$ cat src/esre_pkg.sv
// Shared types, constants and a helper function for the ELLPACK row engine.
`timescale 1ns / 1ps

package esre_pkg;

  // Field widths fixed by the interface.
  localparam int INDEX_W   = 10;
  localparam int DATA_W    = 32;
  localparam int ACC_W     = 64;
  localparam int ROW_W     = 10;
  localparam int ROWLEN_W  = 7;
  localparam int NUMROWS_W = 11;
  localparam int CFG_IDX_W = 2;
  localparam int CFG_DATA_W = 11;

  // Largest number of rows in one product.
  localparam int ROW_LIMIT = 1024;

  // Defaults for the top level parameters.
  localparam int DEF_VECTOR_DEPTH   = 1024;
  localparam int DEF_MAX_ROW_LENGTH = 64;
  localparam int DEF_FRACTION_BITS  = 16;

  // Item opcodes.
  typedef enum logic [0:0] {
    OP_LOAD  = 1'b0,
    OP_ENTRY = 1'b1
  } op_t;

  // Configuration register indexes.
  typedef enum logic [CFG_IDX_W-1:0] {
    CFG_ROW_LENGTH      = 2'd0,
    CFG_NUM_ROWS        = 2'd1,
    CFG_ACCUMULATE_MODE = 2'd2
  } cfg_idx_t;

  // A finished row sum handed to the rounding stages.
  typedef struct packed {
    logic signed [ACC_W-1:0]  sum;
    logic signed [DATA_W-1:0] prior;
    logic [ROW_W-1:0]         row;
  } fin_req_t;

  // Signed 64-bit addition that clips at the signed limits.
  function automatic logic signed [ACC_W-1:0] sat_add(
    input logic signed [ACC_W-1:0] a,
    input logic signed [ACC_W-1:0] b
  );
    logic signed [ACC_W:0] s;
    logic signed [ACC_W-1:0] r;
    s = {a[ACC_W-1], a} + {b[ACC_W-1], b};
    if (s[ACC_W] != s[ACC_W-1]) begin
      r = s[ACC_W] ? {1'b1, {(ACC_W-1){1'b0}}} : {1'b0, {(ACC_W-1){1'b1}}};
    end else begin
      r = s[ACC_W-1:0];
    end
    return r;
  endfunction

endpackage

$ cat src/esre_finish.sv
// Row finishing stages: prior result add, rounding, Q16.16 clipping and output register.
`timescale 1ns / 1ps

module esre_finish #(
  parameter int FRACTION_BITS = esre_pkg::DEF_FRACTION_BITS
) (
  input  logic                                clk,
  input  logic                                rst_n,
  input  logic                                accumulate_mode,
  input  logic                                req_valid,
  output logic                                req_ready,
  input  esre_pkg::fin_req_t                  req,
  output logic                                out_valid,
  input  logic                                out_stall,
  output logic [esre_pkg::ROW_W-1:0]          out_row_index,
  output logic signed [esre_pkg::DATA_W-1:0]  out_row_result,
  output logic                                out_saturated
);

  localparam int ACC_W  = esre_pkg::ACC_W;
  localparam int DATA_W = esre_pkg::DATA_W;
  localparam logic signed [ACC_W-1:0] ROUND_C = (64'sd1 <<< FRACTION_BITS) >>> 1;

  // Stage A holds the raw sum, stage B the sum with the prior result added in accumulate mode.
  logic                      a_v_r;
  esre_pkg::fin_req_t        a_r;
  logic                      b_v_r;
  logic signed [ACC_W-1:0]   b_total_r;
  logic [esre_pkg::ROW_W-1:0] b_row_r;
  logic                      out_valid_r;
  logic [esre_pkg::ROW_W-1:0] out_row_r;
  logic signed [DATA_W-1:0]  out_result_r;
  logic                      out_sat_r;

  logic out_free, b_free, a_free;
  logic signed [ACC_W-1:0] prior_sh, b_total_nxt;
  logic signed [ACC_W-1:0] rnd_sum, rnd_shift;
  logic signed [DATA_W-1:0] result_nxt;
  logic sat_nxt;

  // Each stage moves when the one after it is empty or moving.
  assign out_free  = !out_valid_r || !out_stall;
  assign b_free    = !b_v_r || out_free;
  assign a_free    = !a_v_r || b_free;
  assign req_ready = a_free;

  // Prior result aligned to the accumulator's fraction.
  always_comb begin
    prior_sh = ACC_W'(a_r.prior) <<< FRACTION_BITS;
    b_total_nxt = accumulate_mode ? esre_pkg::sat_add(a_r.sum, prior_sh) : a_r.sum;
  end

  // Round to nearest, ties upward, then clip to the 32-bit range.
  always_comb begin
    rnd_sum   = esre_pkg::sat_add(b_total_r, ROUND_C);
    rnd_shift = rnd_sum >>> FRACTION_BITS;
    if ((rnd_shift[ACC_W-1:DATA_W-1] == '0) || (rnd_shift[ACC_W-1:DATA_W-1] == '1)) begin
      result_nxt = rnd_shift[DATA_W-1:0];
      sat_nxt    = 1'b0;
    end else begin
      result_nxt = rnd_shift[ACC_W-1] ? {1'b1, {(DATA_W-1){1'b0}}} :
                                        {1'b0, {(DATA_W-1){1'b1}}};
      sat_nxt    = 1'b1;
    end
  end

  // Stage valid bits.
  always_ff @(posedge clk) begin
    if (!rst_n) begin
      a_v_r       <= 1'b0;
      b_v_r       <= 1'b0;
      out_valid_r <= 1'b0;
    end else begin
      if (a_free) a_v_r <= req_valid;
      if (b_free) b_v_r <= a_v_r;
      if (out_free) out_valid_r <= b_v_r;
    end
  end

  // Stage payloads.
  always_ff @(posedge clk) begin
    if (a_free && req_valid) a_r <= req;
    if (b_free && a_v_r) begin
      b_total_r <= b_total_nxt;
      b_row_r   <= a_r.row;
    end
    if (out_free && b_v_r) begin
      out_row_r    <= b_row_r;
      out_result_r <= result_nxt;
      out_sat_r    <= sat_nxt;
    end
  end

  assign out_valid      = out_valid_r;
  assign out_row_index  = out_row_r;
  assign out_row_result = out_result_r;
  assign out_saturated  = out_sat_r;

endmodule

$ cat config.mk
export PLATFORM = sky130hd
export DESIGN_NAME = esre_finish
export DESIGN_NICKNAME = d
export VERILOG_FILES = /design/src/esre_pkg.sv /design/src/esre_finish.sv
export SDC_FILE = /design/constraint.sdc
export NUM_CORES = 1
export LEC_CHECK = 0
export ABC_CLOCK_PERIOD_IN_PS = 8500
export BUFFER_PORTS_ARGS = -buffer_cell sky130_fd_sc_hd__buf_2
export CAP_MARGIN = 20
export CORE_ASPECT_RATIO = 2
export CORE_MARGIN = 3
export CORE_UTILIZATION = 45
export CTS_CLUSTER_DIAMETER = 50
export CTS_CLUSTER_SIZE = 40
export DETAILED_ROUTE_END_ITERATION = 16
export PLACE_DENSITY = 0.68
export SETUP_SLACK_MARGIN = 0.4
export SYNTH_ARGS = -nofsm -noshare
export SYNTH_HDL_FRONTEND = slang
export SYNTH_SLANG_ARGS = --single-unit
$ cat constraint.sdc
create_clock -name clk -period 8.5 [get_ports clk]
set_input_delay 0.425 -clock clk [delete_from_list [all_inputs] [get_ports clk]]
set_output_delay 0.425 -clock clk [all_outputs]
set_load 0.01 [all_outputs]
Yosys cells after proc, flatten, opt, wreduce, memory -nomap -nowiden
Cells that the tools add are included.
- register bits after elaboration: 226
- bits in latches: 0
- memory bits (writable): 0
- memory bits (read-only): 0
- input port bits: 111
- output and inout bits: 45
- word-level logic and storage cells: 36
- memories: 0
- add/subtract/negate cells: 2
- multipliers: 0
- divide/modulo/power cells: 0
- $lt $le $gt $ge: 0
- equality and inequality tests: 3
- shift-type cells: 0
- multiplexer cells: 8
- bitwise operators: 0
- reduce and logical (&&, ||, !) cells: 12
- operators with widths (operator ; count):
    $mux 64 ; 5
    $add 64x17->65 const B ; 1
    $add 64x48->65 ; 1
    $mux 32 ; 2
    $eq 33x33->1 const B ; 1
    $logic_not 33->1 ; 1
    $logic_not 1->1 ; 4
    $logic_or 1x1->1 ; 4
    $logic_and 1x1->1 ; 3
    $ne 1x1->1 ; 2
    $mux 1 ; 1

Logic depth before layout (Yosys ltp)
- word-level depth: 6
- gate-level depth with buffers: 16
- depth with buffers taken out: 13

Worst setup path before layout
OpenSTA, ideal clock, no wires.
- kind: register to register
- start: register b_total_r[15]
- end: register out_result_r[1], in the netlist out_row_result[1] (data pin)
- library setup time: 0.264 ns
- arrival time: 3.870 ns
- data required time: 8.236 ns
- slack: 4.366 ns
- stages on the path, launching flop included: 16
- path buffers: 3
- period minus slack after synthesis: 4.134 ns
- cell sequence: edfxtp_1 > ha_1 > and4_1 > or4b_1 > buf_2 > or3_1 > buf_2 > or3_1 > xnor2_1 > ha_1 > and2_1 > or3_1 > o31ai_1 > and2b_1 > buf_4 > o21ai_0
- cells in the longest elaborated chain, start to end: 6
- elaborated cells on any way between the ends: 9
- those cells by class: add/sub: 1; eq/ne: 2; mux: 4; reduce/logical: 2
- RTL lines (what ; line ; source):
    from (decl) ; esre_finish.sv:28 ; logic signed [ACC_W-1:0] b_total_r;
    from (signal assigned) ; esre_finish.sv:84 ; b_total_r <= b_total_nxt;
    $add 64x17->65 * ; esre_pkg.sv:51 ; s = {a[ACC_W-1], a} + {b[ACC_W-1], b};
    $mux 64 / $ne 1x1->1 (equally long branches) ; esre_pkg.sv:53, esre_pkg.sv:52 ;
    $mux 64 * ; esre_pkg.sv:52 ; if (s[ACC_W] != s[ACC_W-1]) begin
    $eq 33x33->1 / $logic_not 33->1 (equally long branches) ; esre_finish.sv:57 ; if ((rnd_shift[ACC_W-1:DATA_W-1] == '0) || (rnd_shift[ACC_W-1:DATA_W-1] == '1)) begin
    $logic_or 1x1->1 ; esre_finish.sv:57 ;
    $mux 32 * ; esre_finish.sv:57 ;
    net result_nxt[1] ; esre_finish.sv:38 ; logic signed [DATA_W-1:0] result_nxt;
    to (signal assigned) ; esre_finish.sv:89 ; out_result_r <= result_nxt;
    to (decl) ; esre_finish.sv:32 ; logic signed [DATA_W-1:0] out_result_r;
Mark *: on every way through the listed nets, which the timed path passes. The rest lies on a longest branch.
A chain may end at the register's enable or synchronous reset.

Worst setup path after layout
Same ends and word-level chain as after synthesis.

==> reports/results.ini <==
[outcome]
run_status=completed

[die]
floorplan.initialDensity=0.458
floorplan.die.width_um=116
design.die.area_um2=26300
floorplan.core_area_um2=23800
chipHeight_um=226
num_io_pins=156
std_cell_rows=80

[synth]
ys_seq_area_frac=0.537
synth_top_area_share=0.531
synth.lib_cells_used.distinct=62
synthMostInstantiatedCell=edfxtp_1
ys_top_cells_by_area=edfxtp_1 53%, ha_1 5.8%, a21oi_1 3.6%
synthCells=981
async_reset_ff_frac=0
syn_nets=1144
synth_seq_cells=196
netlist_area_um2=10900
yosysWarningCount=0
ys_dominant_reg_cell=edfxtp_1
synth_area_leader=edfxtp_1
count_of_flip_flops_with_a_built_in_enable_after_synthesis=193
synth.top_cells.by_count=193 x edfxtp_1, 79 x a21oi_1, 71 x o21ai_0
synth_area_per_cell_um2=11.1

[clocking]
number_of_sinks_handled_by_clock_tree_synthesis=196
post_cts_buffers=0
cts_made_buffers=17
clock_tree_from_tritoncts=yes
clock_transition_at_the_register_clock_pins_on_the_worst_setup_and_hold_paths_after_cts_ns=0.07
clock_path_buffers=2
insertion_delay_ns=0.45
clock-root-buffer=clkbuf_16
cts_resized=0
cts_hold_buffers=0
clock_tree.htree_level_count=4

[placed_design]
post-place-cells=1374
gpl_congestion=0.913
port_buffers=140
post-place-ws_ns=3.74
dp_hpwl_mm=19.6

[final_layout]
diodes=0
multiInputGateArea_um2=4670
design.final.nets=1270
instances_no_fill=1406
post_route_cells_drive_above_1_share=0.197
filler_cell_count=2230
sequential_cell_area_in_the_final_layout_um2=5860
area.growth.synth_to_final_pct=13.9

[critical_path]
setup.worst_path.class=reg -> reg
critPathRequiredTime_ns=8.68
cp_cell_instances=ha_1 > and4_1 > or4b_1 > or3_1 > or3_1 > xnor2_1 > ha_1 > and2_1 > or3_1 > o31ai_1 > and2b_1 > buf_4 > o21ai_0
regToRegStartpoint=b_total_r[15]
cp.arrival_ns=4.91
critical-path-top-delay-family=simple AND/OR/NAND/NOR gates
critical_path.most_common_cell=or3_1
worstPathBufferInverterCount=1
worstSetupStartpointType=flop
critical_path.max_stage_delay_ns=0.60
critPathLaunch=b_total_r[15]
crit_fanout=31
timing.critical_path.slowest_stage_cell=or4b_1
worstSetupEndpointType=flop

[timing]
fin_skew_ns=0.0126
hold-worst-slack_ns=0.141
slew_headroom=0.381
final_hold_viol_count=0
maxClockFrequency_mhz=212
report.final.slew_viol_count=0
setup_ws_ns=3.78
worst-slew-pin-transition_ns=0.921
rsz0062_at_grt=false
period_needed_ns=4.72
setup_tns_ns=0
final_min_period_over_clock_period=0.556
finalSetupViolCount=0

[route]
drt_first_pass_iters=6
route.final.wire_length_mm=25.0
drt_iter0_markers=428
via_count=7974
route.detailed.drc=0
detail_route.wl_per_cell_um=17.8
antenna_violating_nets_post_route=0
viasPerCell=5.67

[global_route]
global_route_wire_length_before_repair_mm=40.1
grt_max_degree=76
grt_pass1_vias=8179
grt_antenna_before_repair=0
global_route_usage_sum=0.199
remaining_overflow_grt=0

[pwr]
p_leak_nw=4.67
irDropWorstVdd_uv=153
power_density_nw_per_um2=209
finalPower_w=0.00260

[min_path]
hold_path_startpoint=req[35]
holdCritPathClass=in -> reg

[flow_run]
max-cap-violations=0

==> logic make-up (layout without fill, tap and decap cells) <==
logic type | after synthesis | in the layout | share of synthesized area
fa+ha+maj | 53 | 53 | 0.0612
xor+xnor | 79 | 79 | 0.0634
simple gates | 245 | 245 | 0.112
mux | 2 | 2 | 0.00195
flops | 196 | 196 | 0.537
compound gates | 308 | 308 | 0.188
buf+inv | 98 | 236 | 0.0372
==> layer usage <==
layer | vias up | GRT usage | routed length [um]
met5 | - | 0 | 0
met4 | 0 | 0.117 | 1280
met3 | 72 | 0.0343 | 1040
met2 | 223 | 0.366 | 13700
met1 | 3721 | 0.206 | 8990
li1 | 3958 | - | -
==> cell usage in the layout (no fill, tap or decap), types with 7 or more instances in the layout <==
cell type | synthesis | routed
edfxtp_1 | 193 | 193
buf_2 | 3 | 140
a21oi_1 | 79 | 79
o21ai_0 | 71 | 71
nand2_1 | 68 | 68
inv_1 | 58 | 58
ha_1 | 51 | 51
nor2_1 | 48 | 48
xnor2_1 | 42 | 42
xor2_1 | 37 | 37
o211ai_1 | 34 | 34
nand3_1 | 32 | 32
o21ai_2 | 30 | 30
nor3_1 | 18 | 18
nand4_1 | 18 | 18
clkbuf_16 | 0 | 17
a21o_1 | 14 | 14
and3_1 | 11 | 11
o21bai_1 | 10 | 10
o21a_1 | 8 | 8
nor4_1 | 7 | 7
and4_1 | 7 | 7
o31ai_1 | 7 | 7
a31oi_1 | 7 | 7
a211oi_1 | 7 | 7
o2bb2ai_1 | 7 | 7
==> power by group <==
part / leakage (nW) / internal (W) / switching [W] / total [W]
clock network: 0.276 / 0.000458 / 0.000329 / 0.000788
logic: 2.54 / 0.000234 / 0.000370 / 0.000604
registers: 1.86 / 0.00116 / 0.0000475 / 0.00121
total: 4.67 / 0.00185 / 0.000747 / 0.00260
==> worst reg2reg max path, stage by stage, from the launching register on <==
cell,delay [ns]
edfxtp_1,0.39
ha_1,0.24
and4_1,0.26
or4b_1,0.60
or3_1,0.52
or3_1,0.36
xnor2_1,0.15
ha_1,0.39
and2_1,0.19
or3_1,0.37
o31ai_1,0.27
and2b_1,0.16
buf_4,0.39
o21ai_0,0.18
==> worst paths after layout <==
| path | to | slack (ns) | cells past startpoint |
|---|---|---|---|
| min reg2reg | b_row_r[7] | 0.42 | 0 |
| min | a_r[35] | 0.14 | 1 |
| max reg2reg | out_row_result[1] | 3.78 | 13 |
| max | out_row_result[1] | 3.78 | 13 |
==> registers in the layout, indices dropped and copies added (netlist names) <==
register	count
out_valid	1
b_total_r	49
b_row_r	10
a_v_r	1
b_v_r	1
out_row_index	10
out_saturated	1
out_row_result	32
a_r	91
==> cell type report <==
class | instances | area share
Inverter | 58 | 0.0175
Tap cell | 287 | 0.0289
Multi-Input combinational cell | 687 | 0.376
Sequential cell | 196 | 0.471
Clock inverter | 10 | 0.0107
Timing Repair Buffer | 147 | 0.0604
Clock buffer | 21 | 0.0354
==> through the flow <==
stage,util,cell area [um^2]
after floorplan,-,10900
after global placement,0.497,11900
after detailed placement,0.497,11900
after CTS,0.521,12400
after global routing,0.522,12400
final,0.522,12400
Power figures use the tool's default switching activity.
